File: config.mk
export PLATFORM = sky130hd
export DESIGN_NAME = earliest_free_worker_scheduler_unit
export DESIGN_NICKNAME = d
export VERILOG_FILES = /design/src/hdl/efws_pkg.sv /design/src/hdl/efws_ram.sv /design/src/hdl/efws_ctrl.sv /design/src/hdl/efws_dp.sv /design/src/hdl/earliest_free_worker_scheduler_unit.sv
export SDC_FILE = /design/constraint.sdc
export NUM_CORES = 1
export LEC_CHECK = 0
export ABC_AREA = 0
export BUFFER_PORTS_ARGS = -buffer_cell sky130_fd_sc_hd__buf_2
export CORE_MARGIN = 3
export CORE_UTILIZATION = 47
export CTS_CLUSTER_DIAMETER = 100
export DETAILED_ROUTE_END_ITERATION = 7
export GPL_TIMING_DRIVEN = 0
export MAX_ROUTING_LAYER = met4
export PLACE_DENSITY_LB_ADDON = 0.1
export SYNTH_ARGS = -nofsm -noshare
export SYNTH_HDL_FRONTEND = slang
export SYNTH_SLANG_ARGS = --single-unit
File: constraint.sdc
create_clock -name clock -period 5.7 [get_ports clock]
set_input_delay 1.71 -clock clock [delete_from_list [all_inputs] [get_ports clock]]
set_output_delay 1.71 -clock clock [all_outputs]
set_load 0.02 [all_outputs]
File: src/hdl/efws_pkg.sv
// package for the earliest free worker scheduler
// holds shared types, widths and constants; no dependencies
`default_nettype none

package efws_pkg;

   // field widths fixed by the interface
   localparam int TIME_W = 32;
   localparam int DUR_W  = 24;
   localparam int CFG_W  = 5;
   localparam int WID_W  = 4;

   // workers_in_use value after reset
   localparam logic [CFG_W-1:0] CFG_RESET = 5'd16;

   // saturation value for times
   localparam logic [TIME_W-1:0] TIME_MAX = '1;

   // controller states
   typedef enum logic [1:0] {
      ST_IDLE,
      ST_SCAN,
      ST_LAST,
      ST_UPDATE
   } efws_state_type;

   // commands from controller to datapath
   typedef struct packed {
      logic start;
      logic issue;
      logic commit;
   } efws_cmd_type;

   // status from datapath to controller
   typedef struct packed {
      logic last_issue;
      logic out_free;
   } efws_status_type;

endpackage

`default_nettype wire

File: src/hdl/efws_ram.sv
// generic single write port, single read port ram with registered read
// no package dependency
`default_nettype none

module efws_ram #(
   parameter int WIDTH = 32,
   parameter int DEPTH = 16,
   localparam int AW = (DEPTH > 1) ? $clog2(DEPTH) : 1
) (
   input  wire logic             clock,
   input  wire logic             wr_en,
   input  wire logic [AW-1:0]    wr_addr,
   input  wire logic [WIDTH-1:0] wr_data,
   input  wire logic             rd_en,
   input  wire logic [AW-1:0]    rd_addr,
   output logic      [WIDTH-1:0] rd_data
);

   logic [WIDTH-1:0] mem_ff [DEPTH];
   logic [WIDTH-1:0] rd_data_ff;

   // write port
   always_ff @(posedge clock) begin
      if (wr_en) begin
         mem_ff[wr_addr] <= wr_data;
      end
   end

   // registered read port
   always_ff @(posedge clock) begin
      if (rd_en) begin
         rd_data_ff <= mem_ff[rd_addr];
      end
   end

   assign rd_data = rd_data_ff;

endmodule

`default_nettype wire

File: src/hdl/efws_ctrl.sv
// controller state machine: accept, scan of worker free times, update
// depends on efws_pkg
`default_nettype none

module efws_ctrl
   import efws_pkg::*;
(
   input  wire logic            clock,
   input  wire logic            reset,
   input  wire logic            req_valid,
   output logic                 req_stall,
   input  wire efws_status_type status,
   output efws_cmd_type         cmd
);

   efws_state_type state_ff;
   efws_state_type state_in;

   // state register
   always_ff @(posedge clock) begin
      if (reset) begin
         state_ff <= ST_IDLE;
      end else begin
         state_ff <= state_in;
      end
   end

   // next state
   always_comb begin
      state_in = state_ff;
      unique case (state_ff)
         ST_IDLE: begin
            if (req_valid) state_in = ST_SCAN;
         end
         ST_SCAN: begin
            if (status.last_issue) state_in = ST_LAST;
         end
         ST_LAST: begin
            state_in = ST_UPDATE;
         end
         ST_UPDATE: begin
            if (status.out_free) state_in = ST_IDLE;
         end
         default: begin
            state_in = ST_IDLE;
         end
      endcase
   end

   // outputs
   always_comb begin
      cmd       = '0;
      req_stall = 1'b1;
      unique case (state_ff)
         ST_IDLE: begin
            req_stall = 1'b0;
            cmd.start = req_valid;
         end
         ST_SCAN: begin
            cmd.issue = 1'b1;
         end
         ST_LAST: begin
         end
         ST_UPDATE: begin
            cmd.commit = status.out_free;
         end
         default: begin
         end
      endcase
   end

endmodule

`default_nettype wire

File: src/hdl/efws_dp.sv
// datapath: config register, free time ram with valid flags, min search,
// saturating finish, makespan and result register
// depends on efws_pkg and efws_ram
`default_nettype none

module efws_dp
   import efws_pkg::*;
#(
   parameter int MAX_WORKERS = 16,
   localparam int IDX_W = (MAX_WORKERS > 1) ? $clog2(MAX_WORKERS) : 1
) (
   input  wire logic              clock,
   input  wire logic              reset,
   input  wire efws_cmd_type      cmd,
   output efws_status_type        status,
   input  wire logic              csr_write_enable,
   input  wire logic [CFG_W-1:0]  csr_write_data,
   input  wire logic [DUR_W-1:0]  req_task_duration,
   input  wire logic              req_new_batch,
   output logic                   rsp_valid,
   input  wire logic              rsp_stall,
   output logic [WID_W-1:0]       rsp_assigned_worker,
   output logic [TIME_W-1:0]      rsp_start_time,
   output logic [TIME_W-1:0]      rsp_finish_time,
   output logic [TIME_W-1:0]      rsp_makespan
);

   localparam logic [8:0] MAX_W9 = 9'(MAX_WORKERS);

   logic [CFG_W-1:0]       wiu_ff;
   logic [DUR_W-1:0]       dur_ff;
   logic [IDX_W-1:0]       last_idx_ff;
   logic [IDX_W-1:0]       last_idx_in;
   logic [IDX_W-1:0]       rd_addr_ff;
   logic [IDX_W-1:0]       rd_idx_ff;
   logic                   rd_pending_ff;
   logic                   rd_valid_ff;
   logic [MAX_WORKERS-1:0] valid_ff;
   logic [IDX_W-1:0]       best_idx_ff;
   logic [TIME_W-1:0]      min_time_ff;
   logic [TIME_W-1:0]      makespan_ff;
   logic [TIME_W-1:0]      ram_rd_data;
   logic [TIME_W-1:0]      cur_time;
   logic [TIME_W:0]        sum_full;
   logic [TIME_W-1:0]      finish;
   logic [TIME_W-1:0]      makespan_in;
   logic [8:0]             wiu9;
   logic [IDX_W+WID_W-1:0] best_ext;
   logic                   rsp_valid_ff;
   logic [WID_W-1:0]       rsp_worker_ff;
   logic [TIME_W-1:0]      rsp_start_ff;
   logic [TIME_W-1:0]      rsp_finish_ff;
   logic [TIME_W-1:0]      rsp_makespan_ff;

   // configuration register
   always_ff @(posedge clock) begin
      if (reset) begin
         wiu_ff <= CFG_RESET;
      end else if (csr_write_enable) begin
         wiu_ff <= csr_write_data;
      end
   end

   // last worker index from clamped worker count
   assign wiu9 = {4'b0, wiu_ff};
   always_comb begin
      if (wiu9 == 9'd0) begin
         last_idx_in = '0;
      end else if (wiu9 > MAX_W9) begin
         last_idx_in = IDX_W'(MAX_W9 - 9'd1);
      end else begin
         last_idx_in = IDX_W'(wiu9 - 9'd1);
      end
   end

   // item capture and scan address counter
   always_ff @(posedge clock) begin
      if (cmd.start) begin
         dur_ff      <= req_task_duration;
         last_idx_ff <= last_idx_in;
         rd_addr_ff  <= '0;
      end else if (cmd.issue) begin
         rd_addr_ff  <= IDX_W'(rd_addr_ff + 1'b1);
      end
   end

   assign status.last_issue = (rd_addr_ff == last_idx_ff);

   // read pipeline tag
   always_ff @(posedge clock) begin
      if (reset) begin
         rd_pending_ff <= 1'b0;
      end else begin
         rd_pending_ff <= cmd.issue;
      end
   end

   always_ff @(posedge clock) begin
      if (cmd.issue) begin
         rd_idx_ff   <= rd_addr_ff;
         rd_valid_ff <= valid_ff[rd_addr_ff];
      end
   end

   // free time store
   efws_ram #(
      .WIDTH (TIME_W),
      .DEPTH (MAX_WORKERS)
   ) u_ram (
      .clock   (clock),
      .wr_en   (cmd.commit),
      .wr_addr (best_idx_ff),
      .wr_data (finish),
      .rd_en   (cmd.issue),
      .rd_addr (rd_addr_ff),
      .rd_data (ram_rd_data)
   );

   // entries not written since batch clear read as zero
   assign cur_time = rd_valid_ff ? ram_rd_data : '0;

   // running minimum, strict less keeps lowest index on ties
   always_ff @(posedge clock) begin
      if (rd_pending_ff) begin
         if ((rd_idx_ff == '0) || (cur_time < min_time_ff)) begin
            best_idx_ff <= rd_idx_ff;
            min_time_ff <= cur_time;
         end
      end
   end

   // saturating finish time and makespan
   assign sum_full    = {1'b0, min_time_ff} + {{(TIME_W-DUR_W+1){1'b0}}, dur_ff};
   assign finish      = sum_full[TIME_W] ? TIME_MAX : sum_full[TIME_W-1:0];
   assign makespan_in = (finish > makespan_ff) ? finish : makespan_ff;

   // valid flags and makespan, cleared on new batch
   always_ff @(posedge clock) begin
      if (reset) begin
         valid_ff    <= '0;
         makespan_ff <= '0;
      end else if (cmd.start && req_new_batch) begin
         valid_ff    <= '0;
         makespan_ff <= '0;
      end else if (cmd.commit) begin
         valid_ff[best_idx_ff] <= 1'b1;
         makespan_ff           <= makespan_in;
      end
   end

   // result register
   assign best_ext        = {{WID_W{1'b0}}, best_idx_ff};
   assign status.out_free = !rsp_valid_ff || !rsp_stall;

   always_ff @(posedge clock) begin
      if (reset) begin
         rsp_valid_ff <= 1'b0;
      end else if (cmd.commit) begin
         rsp_valid_ff <= 1'b1;
      end else if (!rsp_stall) begin
         rsp_valid_ff <= 1'b0;
      end
   end

   always_ff @(posedge clock) begin
      if (cmd.commit) begin
         rsp_worker_ff   <= best_ext[WID_W-1:0];
         rsp_start_ff    <= min_time_ff;
         rsp_finish_ff   <= finish;
         rsp_makespan_ff <= makespan_in;
      end
   end

   assign rsp_valid           = rsp_valid_ff;
   assign rsp_assigned_worker = rsp_worker_ff;
   assign rsp_start_time      = rsp_start_ff;
   assign rsp_finish_time     = rsp_finish_ff;
   assign rsp_makespan        = rsp_makespan_ff;

endmodule

`default_nettype wire

File: src/hdl/earliest_free_worker_scheduler_unit.sv
// earliest free worker scheduler, top level; depends on efws_pkg, efws_ctrl, efws_dp
// a request beat is accepted only while idle; its result beat follows a scan of
//   the n active workers (workers_in_use clamped to 1..MAX_WORKERS), and no new
//   request beat is accepted until that result is committed; the free time ram is scanned
//   one worker per cycle through its single read port
// reset: synchronous, clears all free times, the makespan and sets workers_in_use to 16
`default_nettype none

module earliest_free_worker_scheduler_unit
   import efws_pkg::*;
#(
   parameter int MAX_WORKERS = 16
) (
   input  wire logic              clock,
   input  wire logic              reset,
   input  wire logic              csr_write_enable,
   input  wire logic [CFG_W-1:0]  csr_write_data,
   input  wire logic              req_valid,
   output logic                   req_stall,
   input  wire logic [DUR_W-1:0]  req_task_duration,
   input  wire logic              req_new_batch,
   output logic                   rsp_valid,
   input  wire logic              rsp_stall,
   output logic [WID_W-1:0]       rsp_assigned_worker,
   output logic [TIME_W-1:0]      rsp_start_time,
   output logic [TIME_W-1:0]      rsp_finish_time,
   output logic [TIME_W-1:0]      rsp_makespan
);

   efws_cmd_type    cmd;
   efws_status_type status;

   // controller
   efws_ctrl u_ctrl (
      .clock     (clock),
      .reset     (reset),
      .req_valid (req_valid),
      .req_stall (req_stall),
      .status    (status),
      .cmd       (cmd)
   );

   // datapath
   efws_dp #(
      .MAX_WORKERS (MAX_WORKERS)
   ) u_dp (
      .clock               (clock),
      .reset               (reset),
      .cmd                 (cmd),
      .status              (status),
      .csr_write_enable    (csr_write_enable),
      .csr_write_data      (csr_write_data),
      .req_task_duration   (req_task_duration),
      .req_new_batch       (req_new_batch),
      .rsp_valid           (rsp_valid),
      .rsp_stall           (rsp_stall),
      .rsp_assigned_worker (rsp_assigned_worker),
      .rsp_start_time      (rsp_start_time),
      .rsp_finish_time     (rsp_finish_time),
      .rsp_makespan        (rsp_makespan)
   );

endmodule

`default_nettype wire

==> results.sh, run 1 <==
export IMPL_status="finished clean"
export IMPL_yosysSeqAreaShare_pct=71.2
export IMPL_met1_usage_pct=32.5
export IMPL_num_vias=17535
export IMPL_viasPerCell=5.83
export IMPL_end_kind="register"
export IMPL_pwr_share_comb_pct=30.3
export IMPL_grt_max_degree=76
export IMPL_synth_seq_cells=774
export IMPL_synth_ff_type="edfxtp_1"
export IMPL_cts_max_path_buffers=3
export IMPL_drt_total_wl_um=80000
export IMPL_antenna_left=0
export IMPL_postSynthNetCount=1929
export IMPL_core_area_mm2=0.0663
export IMPL_synth_warnings=0
export IMPL_async_flop_share_pct=0
export IMPL_slew_headroom_pct=22.3
export IMPL_clock_latency_ns=0.62
export IMPL_io_buffers=135
export IMPL_maxCapViolations=0
export IMPL_die_width_um=266
export IMPL_grt_pass1_wl_um=118000
export IMPL_synth_area_leaders="edfxtp_1 (67%), mux4_2 (12%), dfxtp_1 (3.8%)"
export IMPL_met3_usage_pct=3.10
export IMPL_synth_top_area_share_pct=67.4
export IMPL_crit_path_start_kind="register"
export IMPL_layout_commonest_cell="edfxtp_1"
export IMPL_final_util_pct=56.2
export IMPL_min_period_ns=5.51
export IMPL_htreeDepth=3
export IMPL_syn_to_final_growth_pct=17.2
export IMPL_max_vdd_ir_drop_mv=0.280
export IMPL_power_frac_clock_pct=27.8
export IMPL_drt_pass1_iterations=5
export IMPL_die_area_mm2=0.0708
export IMPL_postSynthCellCount=1799
export IMPL_critical_path_class="reg -> reg"
export IMPL_tightest_slew_ns=1.17
export IMPL_row_count=94
export IMPL_wl_per_cell_um=26.6
export IMPL_hpwl_um=54100
export IMPL_synth_top_cell_by_area="edfxtp_1"
export IMPL_start_util_pct=47.9
export IMPL_final_cell_mix="edfxtp_1 (713), mux4_2 (165), buf_2 (147)"
export IMPL_required_ns=6.05
export IMPL_grt_overflow=0
export IMPL_clock_skew_final_ns=0.0280
export IMPL_fill_cells=5133
export IMPL_die_y_um=266
export IMPL_r2r_cells=17
export IMPL_seq_power_share_pct=42.0
export IMPL_p_total_mw=18.5
export IMPL_p_sw_mw=5.99
export IMPL_yosys_cell_types_count=66
export IMPL_cts_tree="yes"
export IMPL_clkSlewWorstSetupHoldPaths_ns=0.06
export IMPL_swShare_pct=32.4
export IMPL_crit_chain="ha_1 -> fa_1 -> a211oi_2 -> o21ai_1 -> nand4_1 -> a21oi_4 -> o21a_1 -> buf_4 -> buf_4 -> or2_2 -> ha_1 -> nand4_1 -> nor4_2 -> nor2b_2 -> a22o_1 -> buf_4 -> mux2_2"
export IMPL_slew_violations=0
export IMPL_max_freq_ghz=0.182
export IMPL_cts_sinks=774
export IMPL_slowest_delay_ns=0.49
export IMPL_top_usage_layer="met2"
export IMPL_synth_edf_count=713
export IMPL_layout_drive_gt1_share_pct=27.9
export IMPL_syn_area_per_cell_um2=17.7
export IMPL_grtUsageMet2_pct=37.8
export IMPL_track_usage_pct=23.6
export IMPL_final_nets=2208
export IMPL_p_int_mw=12.5
export IMPL_hold_viol=0
export IMPL_leakage_nw=12.5
export IMPL_gp_congestion=0.986
export IMPL_path_max_fanout=18
export IMPL_cpMostUsedCell="buf_4"
export IMPL_hold_depth=0
export IMPL_ios=137
export IMPL_drcViolationCount=0
export IMPL_powerDensity_mw_per_mm2=497
export IMPL_cts_buffers=83
export IMPL_antenna_found_initial=2
export IMPL_grt_pass1_vias=17883
export IMPL_hold_class="reg -> reg"
export IMPL_root_buffer="clkbuf_16"
export IMPL_critPathArrivalTime_ns=5.86
export IMPL_setup_viol=0
export IMPL_netlist_area_mm2=0.0318
export IMPL_drt_iter0_drc=1750
export IMPL_crit_slowest_cell="or2_2"
export IMPL_post_route_period_util_pct=96.6
[power by group through the flow]
| stage | Combinational (mW) | Sequential [mW] | Clock, mW |
|---|---|---|---|
| after floorplan | 3.21 | 7.92 | 0 |
| after global placement | 4.99 | 7.92 | 0 |
| after detailed placement | 5.19 | 7.90 | 0 |
| after CTS | 5.48 | 7.77 | 5.25 |
| after global routing | 6.07 | 7.80 | 5.50 |
| final | 5.61 | 7.77 | 5.14 |
[final timing paths]
kind,startpoint,endpoint,slack [ns]
max,u_dp.min_time_ff[0],u_dp.rsp_makespan[19],0.19
min,u_dp.rd_addr_ff[2],u_dp.rd_idx_ff[2],0.43
max reg2reg,u_dp.min_time_ff[0],u_dp.rsp_makespan[19],0.19
min reg2reg,u_dp.rd_addr_ff[2],u_dp.rd_idx_ff[2],0.43
[per-layer routing]
layer	vias to the layer above	share of wire (%)
met2	557	49
met3	120	5.2
met1	9134	44
met5	-	0
met4	0	2.3
li1	7724	-
[flip-flops by register name, summed over array words and instances, names as in the netlist, 2 cells and up]
name,cells
u_ctrl.state_ff,2
u_dp.best_idx_ff,4
u_dp.dur_ff,24
u_dp.last_idx_ff,4
u_dp.makespan_ff,32
u_dp.min_time_ff,32
u_dp.rd_addr_ff,4
u_dp.rd_idx_ff,4
u_dp.rsp_assigned_worker,4
u_dp.rsp_finish_time,32
u_dp.rsp_makespan,32
u_dp.rsp_start_time,32
u_dp.u_ram.mem_ff,512
u_dp.u_ram.rd_data,32
u_dp.valid_ff,16
u_dp.wiu_ff,5
[cell type report]
| cell class | instances | area (um2) | area share (%) |
|---|---|---|---|
| Antenna cell | 1 | 2.50 | 0.00672 |
| Clock inverter | 36 | 272 | 0.729 |
| Clock buffer | 112 | 2330 | 6.25 |
| Tap cell | 864 | 1080 | 2.90 |
| Timing Repair Buffer | 195 | 1410 | 3.77 |
| Multi-Input combinational cell | 857 | 8780 | 23.6 |
| Sequential cell | 774 | 22600 | 60.8 |
| Buffer | 72 | 324 | 0.870 |
| Inverter | 95 | 419 | 1.13 |
[synth_stat cells, types with 8 or more instances]
cell	n
a21o_1	28
o31ai_1	8
nor3_1	21
buf_2	14
and3_1	8
xor2_1	14
nand3_1	13
dfxtp_1	61
xnor2_1	11
ha_1	94
a211oi_1	12
nand4_1	19
edfxtp_1	713
and2_1	36
a211oi_2	13
mux2i_1	8
o21ai_0	45
o211ai_1	15
clkbuf_1	49
mux4_2	165
o21ai_1	16
nor2_1	94
a21oi_1	69
nand2_1	71
inv_1	95
o21a_1	10
[through the flow]
stage / area [um2] / hold WS, ns / TNS [ns] / instances / setup WS, ns
3_5_place_dp: 34200 / 0.416 / -35.94 / 2831 / -1.00
2_1_floorplan: 31800 / 0.406 / 0 / 1799 / 0.595
4_1_cts: 37100 / 0.429 / 0 / 2998 / 0.00108
3_3_place_gp: 33500 / 0.409 / -622.81 / 2798 / -2.87
5_1_grt: 37200 / 0.443 / -0.0108 / 3005 / -0.0108
6_report: 37200 / 0.434 / 0 / 3006 / 0.191
[critical path, delay by kind of cell (launching register included)]
kind	cells	cell delay, ns
AO/OA/AOI/OAI	5	1.08
adder cells (fa/ha/maj)	3	1.15
buffers and inverters	3	0.64
flip-flops	1	0.45
multiplexers	1	0.38
AND/OR/NAND/NOR	5	1.54
[cell families (layout without fill, tap and decap cells)]
family / Yosys count / in the layout / synth area share [%]
other: 0 / 1 / 0
AO/OA/AOI/OAI: 264 / 264 / 5.64
multiplexers: 179 / 179 / 12.2
flip-flops: 774 / 774 / 71.2
AND/OR/NAND/NOR: 294 / 294 / 4.44
XOR/XNOR: 25 / 25 / 0.689
adder cells (fa/ha/maj): 95 / 95 / 3.76
buffers and inverters: 168 / 510 / 2.08
[timing repair]
item / in CTS / in global routing
gates resized for setup: 39 / 44
setup endpoints to repair: 64 / 64
setup buffers: 20 / 7
pin swaps: 3 / 5
hold buffers: 0 / 0
Power figures use the tool's default switching activity.
==> inputs of run 2 (changes only) <==
- SYNTH_HIERARCHICAL: not set -> 1
==> results.sh, run 2 <==
export IMPL_max_freq_ghz=0.180
export IMPL_antenna_left=0
export IMPL_post_dp_cell_area_mm2=0.0341
export IMPL_viasPerCell=5.78
export IMPL_r2r_end="u_dp/rsp_makespan[26]"
export IMPL_placed_cells=2880
export IMPL_required_ns=6.05
export IMPL_drt_total_wl_um=78000
export IMPL_hold_buffers=0
export IMPL_synth_area_leaders="edfxtp_1 (68%), mux4_2 (9.5%), dfxtp_1 (3.9%)"
export IMPL_hpwl_um=53500
export IMPL_async_flop_share_pct=0
export IMPL_track_usage_pct=22.9
export IMPL_slew_violations=0
export IMPL_maxCapViolations=0
export IMPL_ios=137
export IMPL_cts_buffers=80
export IMPL_rsz0062_at_grt="true"
export IMPL_htreeDepth=3
export IMPL_row_count=94
export IMPL_tightest_slew_ns=0.975
export IMPL_antenna_found_initial=0
export IMPL_crit_slowest_cell="or3_4"
export IMPL_critPathArrivalTime_ns=5.92
export IMPL_min_period_ns=5.57
export IMPL_p_int_mw=12.2
export IMPL_die_width_um=265
export IMPL_pwr_share_comb_pct=28.1
export IMPL_ff2ff_setup_slack_ns=0.13
export IMPL_final_cell_mix="edfxtp_1 (713), buf_2 (143), mux4_2 (133)"
export IMPL_wl_per_cell_um=25.6
export IMPL_drt_iter0_drc=1508
export IMPL_io_buffers=135
export IMPL_layout_commonest_cell="edfxtp_1"
export IMPL_synth_seq_cells=774
export IMPL_largest_reg_flops=512
export IMPL_place_ws_ns=-1.47
export IMPL_synth_warnings=6
export IMPL_setup_slack_ns=0.132
export IMPL_hold_viol=0
export IMPL_status="finished clean"
export IMPL_powerDensity_mw_per_mm2=478
export IMPL_fin_area_mm2=0.0371
export IMPL_synth_top_area_share_pct=67.7
export IMPL_core_area_mm2=0.0662
export IMPL_synth_top_cell_by_area="edfxtp_1"
export IMPL_synth_edf_count=713
export IMPL_layout_drive_gt1_share_pct=25.0
export IMPL_max_vdd_ir_drop_mv=0.212
export IMPL_setup_viol=0
export IMPL_end_kind="register"
export IMPL_crit_start="u_dp/min_time_ff[0]"
export IMPL_syn_area_per_cell_um2=17.1
export IMPL_fin_cells=3044
export IMPL_hold_class="reg -> reg"
export IMPL_clkSlewWorstSetupHoldPaths_ns=0.06
export IMPL_root_buffer="clkbuf_16"
export IMPL_die_y_um=265
export IMPL_crit_path_start_kind="register"
export IMPL_cts_tree="yes"
export IMPL_gp_congestion=0.886
export IMPL_path_buf_inv=2
export IMPL_start_util_pct=47.7
export IMPL_yosysSeqAreaShare_pct=71.6
export IMPL_crit_family="compound AO/OA/AOI/OAI gates"
export IMPL_synth_most_common_cell="edfxtp_1"
export IMPL_r2r_cells=17
export IMPL_num_vias=17597
export IMPL_slowest_delay_ns=0.53
export IMPL_fill_cells=5169
export IMPL_seq_power_share_pct=42.7
export IMPL_cp_depth=17
export IMPL_grt_max_degree=68
export IMPL_post_route_period_util_pct=97.7
export IMPL_swShare_pct=31.1
export IMPL_path_max_fanout=20
export IMPL_slew_headroom_pct=35.0
export IMPL_cts_sinks=774
export IMPL_clock_latency_ns=0.63
export IMPL_postSynthCellCount=1851
export IMPL_die_area_mm2=0.0704
export IMPL_drcViolationCount=0
export IMPL_power_frac_clock_pct=29.3
export IMPL_critical_path_class="reg -> reg"
export IMPL_top_register="u_dp/u_ram/mem_ff"
export IMPL_crit_chain="ha_1 -> fa_1 -> a21o_1 -> and4_4 -> o21a_1 -> o311a_1 -> or2_1 -> buf_6 -> or3_4 -> ha_1 -> a21oi_1 -> o21ai_0 -> a221o_1 -> a211o_1 -> a2bb2oi_4 -> buf_4 -> mux2_2"
export IMPL_leakage_nw=12.5
export IMPL_drt_pass1_iterations=5
export IMPL_synthTopCellsByCount="edfxtp_1 (713), mux4_2 (133), nor2_1 (102), ha_1 (94), inv_1 (94)"
export IMPL_yosys_cell_types_count=70
export IMPL_final_nets=2246
export IMPL_clock_skew_final_ns=0.0323
export IMPL_p_sw_mw=5.52
export IMPL_cts_max_path_buffers=3
export IMPL_syn_to_final_growth_pct=17.2
export IMPL_crit_end="u_dp/rsp_makespan[26]"
export IMPL_grt_pass1_vias=18089
export IMPL_cpMostUsedCell="ha_1"
export IMPL_grt_overflow=0
export IMPL_synth_ff_type="edfxtp_1"
export IMPL_netlist_area_mm2=0.0316
export IMPL_grt_pass1_wl_um=115000
export IMPL_r2r_start="u_dp/min_time_ff[0]"
export IMPL_postSynthNetCount=1981
run 2: cell types whose count changed after synthesis, sizes merged, moves of 8 or more:
cell,change
buf,+13
clkbuf,-8
nor2,+8
a22oi,+58
nand2,+21
o21ai,-16
a21o,-8
mux4,-32
o211ai,-11
run 2: worst min-delay path by stage:
stage,start,to,cells past startpoint
after global placement,u_dp/rd_idx_ff[0],u_dp/best_idx_ff[0],0
after global routing,u_dp/min_time_ff[24],u_dp/rsp_start_time[24],0
after floorplan,u_dp/min_time_ff[24],u_dp/rsp_start_time[24],0
final,u_dp/rd_idx_ff[2],u_dp/best_idx_ff[2],0
after detailed placement,u_dp/rd_idx_ff[2],u_dp/best_idx_ff[2],0
after CTS,u_dp/rd_idx_ff[2],u_dp/best_idx_ff[2],0
run 2: repair_timing:
item,4_1_cts,5_1_grt
resized for setup,36,23
setup buffers,10,8
endpoints found under the hold margin,0,0
pin swaps,1,3
endpoints found under the setup margin,64,61
run 2: metal layers:
| metal | global-route usage [%] | vias to the layer above | part of all wire (%) | wire length [um] |
|---|---|---|---|---|
| li1 | - | 7829 | - | - |
| met1 | 30.1 | 9148 | 43 | 33300 |
| met2 | 37.2 | 509 | 50 | 38700 |
| met3 | 3.51 | 111 | 5.3 | 4120 |
| met4 | 7.42 | 0 | 2.5 | 1910 |
| met5 | - | - | 0 | 0 |
run 2: cells by family after synthesis:
group | share of synthesized area (%)
XOR/XNOR | 0.665
flip-flops | 71.6
multiplexers | 10.2
adder cells (fa/ha/maj) | 3.78
AO/OA/AOI/OAI | 6.24
buffers and inverters | 2.35
AND/OR/NAND/NOR | 5.16
run 2: stage by stage:
step | power (mW) | hold slack, ns | utilization (%) | setup TNS, ns
floorplan | 10.7 | 0.421 | - | 0
global placement | 12.3 | 0.430 | 50.4 | -1255.11
detailed placement | 12.5 | 0.436 | 51.6 | -83.88
CTS | 17.8 | 0.451 | 55.8 | 0
global route | 18.6 | 0.472 | 56.0 | -0.401
finish | 17.7 | 0.457 | 56.0 | 0
run 2: layout make-up:
class                           count  area (um2)  share of cell area [%]
Clock inverter                     44         515                    1.39
Sequential cell                   774       22600                    61.1
Clock buffer                      100        2080                    5.60
Inverter                           94         398                    1.07
Multi-Input combinational cell    905        8540                    23.0
Timing Repair Buffer              183        1410                    3.79
Tap cell                          864        1080                    2.92
Buffer                             78         413                    1.11
Antenna cell                        2        5.00                  0.0135
run 2: power groups by stage:
stage	logic (mW)	clock network, mW	registers (mW)
5_1_grt	5.40	5.55	7.60
2_1_floorplan	2.99	0	7.70
3_3_place_gp	4.53	0	7.73
3_5_place_dp	4.76	0	7.71
6_report	4.98	5.19	7.57
4_1_cts	4.93	5.31	7.57
==> inputs of run 3 (changes only) <==
- CTS_BUF_LIST: not set -> sky130_fd_sc_hd__clkbuf_8
==> results.sh, run 3 (synthesized netlist as in run 2, its figures left out) <==
export IMPL_drt_iter0_drc=1414
export IMPL_cts_buffers=130
export IMPL_track_usage_pct=23.3
export IMPL_grt_pass1_wl_um=116000
export IMPL_final_nets=2295
export IMPL_root_buffer="clkbuf_8"
export IMPL_grt_overflow=0
export IMPL_grt_pass1_vias=18473
export IMPL_num_vias=17980
export IMPL_wl_per_cell_um=25.0
export IMPL_critical_path_class="reg -> reg"
export IMPL_whs_ns=0.451
export IMPL_critPathArrivalTime_ns=6.05
export IMPL_min_period_ns=5.56
export IMPL_maxCapViolations=0
export IMPL_top_register="u_dp/u_ram/mem_ff"
export IMPL_path_max_fanout=20
export IMPL_io_buffers=135
export IMPL_required_ns=6.19
export IMPL_setup_viol=0
export IMPL_powerDensity_mw_per_mm2=464
export IMPL_drt_total_wl_um=78400
export IMPL_htreeDepth=4
export IMPL_clkSlewWorstSetupHoldPaths_ns=0.06
export IMPL_slew_headroom_pct=34.1
export IMPL_min_to="u_dp/best_idx_ff[0]"
export IMPL_row_count=94
export IMPL_hpwl_um=53500
export IMPL_layout_drive_gt1_share_pct=26.7
export IMPL_die_area_mm2=0.0704
export IMPL_seq_area_mm2=0.0226
export IMPL_leakage_nw=12.7
export IMPL_max_freq_ghz=0.180
export IMPL_r2r_end="u_dp/rsp_makespan[24]"
export IMPL_cts_max_path_buffers=3
export IMPL_end_kind="register"
export IMPL_fin_cells=3131
export IMPL_r2r_start="u_dp/min_time_ff[0]"
export IMPL_hold_buffers=0
export IMPL_hold_depth=0
export IMPL_grt_max_degree=68
export IMPL_rsz0062_at_grt="true"
export IMPL_ios=137
export IMPL_drcViolationCount=0
export IMPL_gp_congestion=0.886
export IMPL_cts_sinks=774
export IMPL_r2r_cells=17
export IMPL_placed_cells=2880
export IMPL_antenna_found_initial=0
export IMPL_die_width_um=265
export IMPL_slew_violations=0
export IMPL_final_util_pct=55.7
export IMPL_syn_to_final_growth_pct=16.7
export IMPL_multiInputGateArea_mm2=0.00855
export IMPL_max_vdd_ir_drop_mv=0.202
export IMPL_core_area_mm2=0.0662
export IMPL_layout_commonest_cell="edfxtp_1"
export IMPL_tightest_slew_ns=0.989
export IMPL_antenna_left=0
export IMPL_fill_cells=5292
export IMPL_drt_pass1_iterations=5
export IMPL_clock_skew_final_ns=0.0389
export IMPL_ff2ff_setup_slack_ns=0.14
export IMPL_min_from="u_dp/rd_idx_ff[0]"
export IMPL_status="finished clean"
export IMPL_viasPerCell=5.74
export IMPL_place_ws_ns=-1.47
export IMPL_hold_viol=0
export IMPL_clock_latency_ns=0.77
export IMPL_setup_slack_ns=0.142
export IMPL_post_route_period_util_pct=97.5
export IMPL_largest_reg_flops=512
export IMPL_cts_tree="yes"
export IMPL_die_y_um=265
export IMPL_start_util_pct=47.7
export IMPL_hold_class="reg -> reg"
export IMPL_final_cell_mix="edfxtp_1 (713), buf_2 (142), clkbuf_8 (141)"
export IMPL_crit_path_start_kind="register"
[run 3: cell types whose count changed in the layout (fill, tap and decap cells not counted), moves of 6 or more]
cell | before | now
inv_1 | 82 | 126
bufinv_16 | 10 | 3
clkbuf_8 | 0 | 141
clkinv_1 | 15 | 21
clkbuf_1 | 54 | 34
clkbuf_16 | 80 | 0
[run 3: worst max path at each step]
stage,end,from,slack (ns)
CTS,u_dp/rsp_makespan[24],u_dp/min_time_ff[21],0.0006
floorplan,u_dp/u_ram/mem_ff[1][0],rsp_stall,0.21
detailed placement,u_dp/rsp_makespan[2],u_dp/min_time_ff[0],-1.47
finish,u_dp/rsp_makespan[24],u_dp/min_time_ff[0],0.14
global placement,u_dp/u_ram/mem_ff[13][22],rsp_stall,-2.47
global route,u_dp/makespan_ff[12],u_dp/min_time_ff[0],-0.02
[run 3: layout make-up]
type | instances | area share (%)
Clock inverter | 91 | 1.31
Timing Repair Buffer | 182 | 3.79
Buffer | 78 | 1.12
Multi-Input combinational cell | 905 | 23.2
Tap cell | 864 | 2.93
Inverter | 94 | 1.08
Sequential cell | 774 | 61.3
Clock buffer | 141 | 5.26
Antenna cell | 2 | 0.0136
[run 3: critical path: stages (launching register included)]
cell	delay [ns]
edfxtp_1	0.42
ha_1	0.23
fa_1	0.42
a21o_1	0.22
and4_4	0.20
o21a_1	0.24
o311a_1	0.39
or2_1	0.27
buf_6	0.16
or3_4	0.53
ha_1	0.34
a21oi_1	0.15
o21ai_0	0.10
a221o_1	0.37
a211o_1	0.36
a2bb2oi_4	0.22
buf_4	0.25
mux2_2	0.40
[run 3: power breakdown]
group / internal (mW) / leakage [nW] / switching [mW]
registers: 7.40 / 6.94 / 0.171
clock network: 2.42 / 1.40 / 2.18
logic: 1.77 / 4.32 / 3.21
[run 3: what timing repair did]
item                       CTS  global route
resized for setup           36            24
cloned                       0             0
setup endpoints to repair   64            63
pin swaps                    1             3
buffers inserted            10             7
[run 3: routing by layer]
layer	global-route usage, %	wire, um
met4	7.97	2110
met1	29.6	32600
met3	5.12	4630
met5	-	0
met2	37.4	39000
[run 3: per-stage QoR]
stage / power (mW) / TNS [ns] / instance area, um2
after global routing: 18.0 / -0.0735 / 36900
final: 17.1 / 0 / 36900
after CTS: 17.2 / 0 / 36800
after detailed placement: 12.5 / -83.88 / 34100
after floorplan: 10.7 / 0 / 31600
after global placement: 12.3 / -1255.11 / 33400
